===== src/rtl/assert_macros.svh =====
// ----------------------------------------------------------------------------
// assertion macros
// concurrent checks clocked on clk, quiet while arst_n is low
// ----------------------------------------------------------------------------
`ifndef ASSERT_MACROS_SVH
`define ASSERT_MACROS_SVH

// property checked at every rising edge outside reset
`define ASSERT_CLKD(lbl, prop, msg) \
	lbl: assert property (@(posedge clk) disable iff (!arst_n) prop) else $error(msg);

// same check written as antecedent and consequent
`define ASSERT_IMPL(lbl, ante, cons, msg) \
	`ASSERT_CLKD(lbl, (ante) |-> (cons), msg)

`endif


===== src/rtl/hsv2rgb_pkg.sv =====
`timescale 1ns / 1ps
// ----------------------------------------------------------------------------
// hsv2rgb_pkg
// widths, reciprocal constants and sector codes of the hsv to rgb converter
// ----------------------------------------------------------------------------
package hsv2rgb_pkg;

	// field widths
	localparam int HUE_W = 15;
	localparam int CH_W  = 8;

	// hue / (60 << frac) as (hue >> frac) / 60: whole degrees stay below 2^15
	localparam int DEG_W       = 15;
	localparam int REGION_W    = 10;
	localparam int RECIP_W     = 16;
	localparam int RECIP_SHIFT = 21;
	// ceil(2^21 / 60), exact for every 15-bit dividend
	localparam logic [RECIP_W-1:0] RECIP_60 = 16'd34953;

	// widths of the intermediate products
	localparam int PROD_W = 2 * CH_W;
	localparam int SR_W   = CH_W + HUE_W;

	localparam int NUM_SECT = 6;
	localparam logic [CH_W-1:0] CH_MAX = 8'd255;

	// hue sector, the last one also takes any hue of 360 degrees or more
	typedef enum logic [2:0] {
		SECT_RY = 3'd0,
		SECT_YG = 3'd1,
		SECT_GC = 3'd2,
		SECT_CB = 3'd3,
		SECT_BM = 3'd4,
		SECT_MR = 3'd5
	} sect_t;

endpackage


===== src/rtl/hsv_to_rgb_converter_unit.sv =====
`timescale 1ns / 1ps
// ----------------------------------------------------------------------------
// hsv_to_rgb_converter_unit
// six-stage pipelined hsv to rgb colour conversion, one colour per clock
// ----------------------------------------------------------------------------
//
//  channel  | handshake     | payload
//  ---------+---------------+--------------------------------
//  input    | start / busy  | hue[14:0], saturation, value
//  output   | done          | red, green, blue
//
//  the accepting edge loads stage 1; done is the valid bit of stage 6
//  a new beat may enter in every cycle; busy never rises
//  the depth is set by the multiplier chain: sector, remainder, s*rem,
//  fractional term, q/t products, divide by 255 and mux
//  reset clears the valid bits only; payload registers are not reset
//  the receiver cannot stall, so done is a one-cycle strobe
//
module hsv_to_rgb_converter_unit #(
	parameter int HUE_FRAC_BITS = 6
) (
	input  logic                         clk,
	input  logic                         arst_n,
	input  logic                         start,
	output logic                         busy,
	input  logic [hsv2rgb_pkg::HUE_W-1:0] hue,
	input  logic [hsv2rgb_pkg::CH_W-1:0]  saturation,
	input  logic [hsv2rgb_pkg::CH_W-1:0]  value,
	output logic                         done,
	output logic [hsv2rgb_pkg::CH_W-1:0]  red,
	output logic [hsv2rgb_pkg::CH_W-1:0]  green,
	output logic [hsv2rgb_pkg::CH_W-1:0]  blue
);
	import hsv2rgb_pkg::*;

`include "assert_macros.svh"

	// hue units in one sector
	localparam logic [HUE_W-1:0] SEG = HUE_W'(60 << HUE_FRAC_BITS);

	// exact x / 255 for x up to 255 * 255
	function automatic logic [CH_W-1:0] div255(input logic [PROD_W-1:0] x);
		logic [PROD_W:0] acc;
		acc = {1'b0, x} + {9'd0, x[PROD_W-1:CH_W]} + (PROD_W+1)'(1);
		return acc[PROD_W-1:CH_W];
	endfunction

	logic accept;
	assign busy   = 1'b0;
	assign accept = start & ~busy;

	// valid bits
	logic valid_s1, valid_s2, valid_s3, valid_s4, valid_s5, valid_s6;

	always_ff @(posedge clk or negedge arst_n) begin
		if (!arst_n) begin
			valid_s1 <= 1'b0;
			valid_s2 <= 1'b0;
			valid_s3 <= 1'b0;
			valid_s4 <= 1'b0;
			valid_s5 <= 1'b0;
			valid_s6 <= 1'b0;
		end else begin
			valid_s1 <= accept;
			valid_s2 <= valid_s1;
			valid_s3 <= valid_s2;
			valid_s4 <= valid_s3;
			valid_s5 <= valid_s4;
			valid_s6 <= valid_s5;
		end
	end

	// stage 1: sector number by reciprocal multiply
	logic [DEG_W-1:0]               deg;
	logic [DEG_W+RECIP_W-1:0]       region_prod;
	logic [HUE_W-1:0]               hue_s1;
	logic [CH_W-1:0]                sat_s1, val_s1;
	logic [REGION_W-1:0]            region_s1;

	assign deg         = DEG_W'(hue >> HUE_FRAC_BITS);
	assign region_prod = {{RECIP_W{1'b0}}, deg} * {{DEG_W{1'b0}}, RECIP_60};

	always_ff @(posedge clk) begin
		hue_s1    <= hue;
		sat_s1    <= saturation;
		val_s1    <= value;
		region_s1 <= region_prod[RECIP_SHIFT +: REGION_W];
	end

	// stage 2: remainder in sector, sector clamp, p product
	logic [HUE_W-1:0]  seg_base;
	logic [CH_W-1:0]   inv_sat;
	logic [HUE_W-1:0]  rem_s2;
	sect_t             sect_d, sect_s2;
	logic [PROD_W-1:0] p_prod_s2;
	logic [CH_W-1:0]   sat_s2, val_s2;

	assign seg_base = HUE_W'(region_s1) * SEG;
	assign inv_sat  = CH_MAX - sat_s1;
	assign sect_d   = (region_s1 >= REGION_W'(NUM_SECT)) ? SECT_MR : sect_t'(region_s1[2:0]);

	always_ff @(posedge clk) begin
		rem_s2    <= hue_s1 - seg_base;
		sect_s2   <= sect_d;
		p_prod_s2 <= {{CH_W{1'b0}}, val_s1} * {{CH_W{1'b0}}, inv_sat};
		sat_s2    <= sat_s1;
		val_s2    <= val_s1;
	end

	// stage 3: saturation times remainder
	logic [SR_W-1:0]   sr_s3;
	sect_t             sect_s3;
	logic [PROD_W-1:0] p_prod_s3;
	logic [CH_W-1:0]   sat_s3, val_s3;

	always_ff @(posedge clk) begin
		sr_s3     <= {{HUE_W{1'b0}}, sat_s2} * {{CH_W{1'b0}}, rem_s2};
		sect_s3   <= sect_s2;
		p_prod_s3 <= p_prod_s2;
		sat_s3    <= sat_s2;
		val_s3    <= val_s2;
	end

	// stage 4: fractional term fs = s*rem / seg, again by reciprocal
	logic [SR_W-1:0]          sr_shift;
	logic [DEG_W+RECIP_W-1:0] fs_prod;
	logic [CH_W-1:0]          fs_s4;
	sect_t                    sect_s4;
	logic [PROD_W-1:0]        p_prod_s4;
	logic [CH_W-1:0]          sat_s4, val_s4;

	assign sr_shift = sr_s3 >> HUE_FRAC_BITS;
	assign fs_prod  = {{RECIP_W{1'b0}}, sr_shift[DEG_W-1:0]} * {{DEG_W{1'b0}}, RECIP_60};

	always_ff @(posedge clk) begin
		fs_s4     <= fs_prod[RECIP_SHIFT +: CH_W];
		sect_s4   <= sect_s3;
		p_prod_s4 <= p_prod_s3;
		sat_s4    <= sat_s3;
		val_s4    <= val_s3;
	end

	// stage 5: q and t products
	logic [CH_W-1:0]   q_fac, t_fac;
	logic [CH_W:0]     t_sum;
	logic [PROD_W-1:0] p_prod_s5, q_prod_s5, t_prod_s5;
	sect_t             sect_s5;
	logic [CH_W-1:0]   sat_s5, val_s5;

	assign q_fac = CH_MAX - fs_s4;
	// fs never exceeds s, so 255 - s + fs fits a channel
	assign t_sum = {1'b0, CH_MAX - sat_s4} + {1'b0, fs_s4};
	assign t_fac = t_sum[CH_W-1:0];

	always_ff @(posedge clk) begin
		q_prod_s5 <= {{CH_W{1'b0}}, val_s4} * {{CH_W{1'b0}}, q_fac};
		t_prod_s5 <= {{CH_W{1'b0}}, val_s4} * {{CH_W{1'b0}}, t_fac};
		p_prod_s5 <= p_prod_s4;
		sect_s5   <= sect_s4;
		sat_s5    <= sat_s4;
		val_s5    <= val_s4;
	end

	// stage 6: divide by 255 and sector mux
	// zero saturation needs no arm of its own: p, q and t all equal v then
	logic [CH_W-1:0] p_val, q_val, t_val;
	logic [CH_W-1:0] red_d, green_d, blue_d;
	logic [CH_W-1:0] red_s6, green_s6, blue_s6, val_s6, sat_s6;

	assign p_val = div255(p_prod_s5);
	assign q_val = div255(q_prod_s5);
	assign t_val = div255(t_prod_s5);

	always_comb begin
		unique case (sect_s5)
			SECT_RY: begin red_d = val_s5; green_d = t_val;  blue_d = p_val;  end
			SECT_YG: begin red_d = q_val;  green_d = val_s5; blue_d = p_val;  end
			SECT_GC: begin red_d = p_val;  green_d = val_s5; blue_d = t_val;  end
			SECT_CB: begin red_d = p_val;  green_d = q_val;  blue_d = val_s5; end
			SECT_BM: begin red_d = t_val;  green_d = p_val;  blue_d = val_s5; end
			default: begin red_d = val_s5; green_d = p_val;  blue_d = q_val;  end
		endcase
	end

	always_ff @(posedge clk) begin
		red_s6   <= red_d;
		green_s6 <= green_d;
		blue_s6  <= blue_d;
		val_s6   <= val_s5;
		sat_s6   <= sat_s5;
	end

	// output beat
	assign done  = valid_s6;
	assign red   = red_s6;
	assign green = green_s6;
	assign blue  = blue_s6;

	// checks
	`ASSERT_IMPL(a_rem_in_sector, valid_s2, rem_s2 < SEG, "remainder outside sector")
	`ASSERT_IMPL(a_fs_below_sat, valid_s4 && sat_s4 != '0, fs_s4 < sat_s4, "fs not below saturation")
	`ASSERT_IMPL(a_p_smallest, valid_s5, p_prod_s5 <= q_prod_s5 && p_prod_s5 <= t_prod_s5, "p product not smallest")
	`ASSERT_IMPL(a_grey, done && sat_s6 == '0, red == val_s6 && green == val_s6 && blue == val_s6, "grey beat not grey")
	`ASSERT_IMPL(a_value_kept, done, red == val_s6 || green == val_s6 || blue == val_s6, "no channel carries value")

endmodule


===== config.mk =====
export PLATFORM = sky130hd
export DESIGN_NAME = hsv_to_rgb_converter_unit
export DESIGN_NICKNAME = d
export VERILOG_FILES = /design/src/rtl/hsv2rgb_pkg.sv /design/src/rtl/hsv_to_rgb_converter_unit.sv
export VERILOG_INCLUDE_DIRS = /design/src /design/src/rtl
export SDC_FILE = /design/constraint.sdc
export NUM_CORES = 1
export LEC_CHECK = 0
export ABC_AREA = 1
export BUFFER_PORTS_ARGS = -buffer_cell sky130_fd_sc_hd__buf_4
export CAP_MARGIN = 40
export CORE_MARGIN = 3
export CORE_UTILIZATION = 69
export CTS_CLUSTER_DIAMETER = 60
export DETAILED_ROUTE_END_ITERATION = 8
export PLACE_DENSITY = 0.84
export SETUP_SLACK_MARGIN = 0.5
export SYNTH_ARGS = -nofsm -noshare
export SYNTH_HDL_FRONTEND = slang
export SYNTH_SLANG_ARGS = --single-unit
export TNS_END_PERCENT = 30

===== constraint.sdc =====
create_clock -name clk -period 8.6 [get_ports clk]
set_input_delay 1.29 -clock clk [delete_from_list [all_inputs] [get_ports clk]]
set_output_delay 1.29 -clock clk [all_outputs]
set_load 0.02 [all_outputs]

* Word level (Yosys, flattened, before mapping) *
Index checks and enable logic that the tools add are counted.

storage, ports and cells
  flip-flop bits (word level) = 273
  logic and storage cells = 64
  output and inout port bits = 26
  input port bits = 34

cells by class
  reductions and logical operators = 5
  $lt $le $gt $ge = 1
  eq/ne operators = 4
  $add $sub $neg = 11
  mux-type cells = 3
  $mul = 7

operator list
  operator                                                            count
  one-hot mux 8 bit (3 select lines)                                  3
  adder 16 x 1 -> 16 bit (second input constant)                      3
  adder 16 x 8 -> 16 bit                                              3
  multiplier 8 x 8 -> 16 bit                                          3
  multiplier 15 x 16 -> 29 bit (second input constant)                1
  multiplier 9 x 16 -> 25 bit (second input constant)                 1
  subtractor 8 bit (first input constant)                             3
  multiplier 8 x 15 -> 21 bit                                         1
  subtractor 15 bit                                                   1
  adder 8 bit                                                         1
  OR reduction 2 bit                                                  4
  multiplier 4 x 4 -> 7 bit (second input constant)                   1
  equality test 3 x 2 -> 1 bit (second input constant)                2
  greater-or-equal comparator 4 x 3 -> 1 bit (second input constant)  1
  equality test 3 x 1 -> 1 bit (second input constant)                1
  equality test 3 bit (second input constant)                         1
  logical NOT 3 bit                                                   1

* Logic depth before layout (Yosys ltp) *
  depth in word-level cells = 3
  depth in mapped cells = 27
  mapped depth without buffers = 27

* Worst setup path after synthesis *
Ideal clock, no wire load.

  kind = flip-flop to flip-flop
  start point = register fs_s4[0]
  end point = register t_prod_s5[14]
  period minus slack after synthesis = 4.875 ns
  buffers on the path = 0
  arrival time = 4.803 ns
  stages on the path, launching flop included = 26
  data required time = 8.528 ns
  setup time = 0.072 ns
  slack = 3.725 ns
  cell sequence = dfxtp_1 -> ha_1 -> fa_1 -> nand3_1 -> nand3_1 -> nand2_1 -> nand2_1 -> a21oi_2 -> xor2_2 -> inv_2 -> nand2_1 -> fa_1 -> fa_1 -> inv_1 -> fa_1 -> inv_1 -> fa_1 -> inv_1 -> ha_1 -> nand2_1 -> nor2_1 -> nand2_1 -> nand3_1 -> nand3_1 -> o21ai_0 -> xor2_1

on the way
  cells in the longest elaborated chain, start to end = 2

RTL lines
  element                     RTL line                          source
  start: declaration          hsv_to_rgb_converter_unit.sv:127  logic [CH_W-1:0] fs_s4;
  start signal: assignment    hsv_to_rgb_converter_unit.sv:136  fs_s4 <= fs_prod[RECIP_SHIFT +: CH_W];
  adder 8 bit                 hsv_to_rgb_converter_unit.sv:152  assign t_sum = {1'b0, CH_MAX - sat_s4} + {1'b0, fs_s4};
  multiplier 8 x 8 -> 16 bit  hsv_to_rgb_converter_unit.sv:157  t_prod_s5 <= {{CH_W{1'b0}}, val_s4} * {{CH_W{1'b0}}, t_fac};
  end signal: assignment      hsv_to_rgb_converter_unit.sv:157
  end: declaration            hsv_to_rgb_converter_unit.sv:146  logic [PROD_W-1:0] p_prod_s5, q_prod_s5, t_prod_s5;

No other way between the ends.
A chain may end at the register's enable or synchronous reset.

* Worst setup path in the final report *
  start point = register fs_s4[0]
  end point = register t_prod_s5[15]

Same word-level chain as after synthesis.

==> metrics.md <==
| Metric | Value |
|---|---|
| Avg Inst Size Synth | 8.10 sq um |
| DRC | 0 |
| First-pass GRT wire length | 84300 um |
| Gpl congestion | 0.900 |
| Post-Syn Instances | 2679 |
| Area leader, netlist | dfxtp_1 |
| Footprint of the multi-input gates | 14000 sq um |
| Worst-margin pin slew | 858 ps |
| Req. time, crit path | 9080 ps |
| GRT Total Usage | 30.5% |
| Final period util | 61.4% |
| Relative slew margins | 42.7% |
| Final std cells w/o fill | 3156 |
| DR iter-0 viols | 923 |
| Top cell type's share of synthesized area | 24.1% |
| Endpoints failing setup | 0 |
| Ranking of synthesized cells by area | dfxtp_1 24%, fa_1 20%, ha_1 17% |
| Syn. warnings | 0 |
| Worst-path clk slew | 60 ps |
| WP buf/inv | 4 |
| Buffer count from post-CTS setup fixing | 0 |
| Crit-path leading delay family | adder cells |
| GRT overflow | 0 |
| Die height | 183 um |
| Area Growth Syn to Fin | 8.95% |
| Core area | 30800 sq um |
| Routed len/inst | 15.7 um |
| Setup Crit Path Kind | flop to flop |
| Drt first pass iters | 6 |
| Number of global-route vias before repair | 18.1k |
| Detail Route Antenna Nets | 0 |
| Max Slew Vio Count | 0 |
| Layout Skew | 16.3 ps |
| Seq cells post-synth | 267 |
| Row cnt | 64 |
| Number of clock sinks | 267 |
| Placed cell count | 3102 |
| Initial core utilization | 70.4% |
| Worst-skew pair later-pin latency | 550 ps |
| Final Hold Fails | 0 |
| Post-synth ARST share | 2.25% |
| Post-synth EDFFs | 0 |
| Largest net degree at the start of global routing | 17 |
| CTS Hold Buffers Added | 0 |
| Top achievable clock speed | 189 MHz |
| Post-CTS sizing | 0 |
| Worst setup EP type | flop |
| Fillers | 2209 |
| Cell mode on critical path | nand2_1 |
| H-tree levels | 1 |
| RSZ-0062 raised after global routing | no |
| Die ar. | 33600 sq um |
| Outcome | complete, no violations |
| ANT cells | 0 |
| Register area share after synthesis | 24.8% |
| Initial antenna violation count | 0 |
| Final WL | 49500 um |
| IO buf count | 58 |
| Max_cap viols | 0 |
| DP Wirelength | 40100 um |
| Crit path largest cell delay | 490 ps |
| Setup TNS | 0 ps |
| Layout cells sized above 1 | 5.11% |
| Syn Nets | 3228 |
| Layout Nets | 3287 |
| Dominant synthesized flop cell | dfxtp_1 |
| CTS tree | done |
| CTS Buf Count | 30 |
| Vias per Instance | 5.49 |
| Die W | 183 um |
| Critical path's slowest cell | fa_1 |
| Most frequent cells in the layout | 603 x nand2_1, 572 x inv_1, 298 x ha_1, 261 x dfxtp_1, 217 x fa_1 |
| Root Buffer | clkbuf_16 |
| FF+latch area | 5380 sq um |
| Synth unique cells | 44 |
| Final period demand of the worst path | 5280 ps |
| CTS max path bufs | 3 |
| Boundary pin count | 60 |
| Most common cell after layout, fill and taps aside | nand2_1 |
| Worst-path fanout max | 8 |
| HP Class | flop to flop |
| Worst Path Arrival | 5760 ps |
| Via count | 17.3k |
| Mapped Area | 21700 sq um |
| Crit start category | flop |
## synthesized netlist by cell type (2+ instances only)
master / n
clkinv_1: 3
inv_1: 572
a21o_1: 11
clkbuf_1: 27
nand3_1: 142
dfrtp_1: 6
a21boi_0: 2
or2_2: 4
o21ai_0: 39
o21a_1: 2
nand4_1: 41
a211oi_1: 6
o21ai_1: 9
nor2_4: 3
a21oi_1: 80
dfxtp_1: 261
or2_1: 5
inv_2: 9
nand2_2: 5
nor2_1: 195
xnor2_1: 17
and2_1: 4
ha_1: 298
o21bai_1: 6
fa_1: 217
buf_4: 2
xor2_2: 2
xor2_1: 51
nand2_1: 603
nor3_1: 28
nand3b_1: 7
a31oi_1: 10
## worst reg2reg max path: cells and delay by family (launching register included)
kind	cells	cell delay, ps
AOI/OAI and AO/OA	2	310
DFF	1	380
and+or+nand+nor	10	940
adders and majority gates	7	2890
buffers and inverters	4	230
xor gates and xnor gates	2	490
## flip-flops by register name, summed over array words and instances (netlist names), 15 cells and up
signal,count
p_prod_s4,16
p_prod_s3,16
rem_s2,15
p_prod_s5,16
hue_s1,15
p_prod_s2,16
t_prod_s5,16
sr_s3,15
q_prod_s5,16
## cell families (layout without fill, tap and decap cells)
kind of cell	after synthesis	count (layout)	synth area share, %
compound gates	168	168	4.32
flops	267	267	24.8
other cells	1	1	0.0173
xor+xnor	70	70	2.89
buf+inv	615	696	10.7
simple gates	1043	1043	20.1
fa+ha+maj	515	515	37.2
## final timing paths
kind | from | endpoint | slack [ps] | cells after the start
setup / recovery | fs_s4[0] | t_prod_s5[15] | 3320 | 25
min in group asynchronous | arst_n | valid_s3 | 530 | 1
hold reg to reg | sat_s3[2] | sat_s4[2] | 320 | 0
hold / removal | sat_s3[2] | sat_s4[2] | 320 | 0
setup reg to reg | fs_s4[0] | t_prod_s5[15] | 3320 | 25
max in group asynchronous | arst_n | valid_s2 | 7950 | 1
## cell type report
type | instances | area share (%)
multi-input combinational | 1797 | 59.2
timing repair buffer | 58 | 1.84
tap | 396 | 2.10
inverter | 584 | 9.27
clock buffer | 36 | 3.53
clock inverter | 18 | 1.29
sequential | 267 | 22.7
## per-stage QoR
stage               hold WS [ps]  cell area [sq um]  utilization, %  setup slack, ps
floorplan                    310              21700               -             3730
global placement             310              22500            73.0             3440
detailed placement           312              22500            73.0             3350
CTS                          319              23600            76.7             3340
global route                 323              23600            76.7             2890
finish                       320              23600            76.7             3320
## layer usage
metal	vias up	global-route usage, %	share of wire, %
met1	8151	36.5	39
met2	645	56.1	50
met4	0	11.6	4.3
li1	8362	-	-
met5	-	0	0
met3	165	4.03	6.0
Power is not shown: default switching activity piles up to over one toggle a cycle in this logic, so the estimate is an artifact.
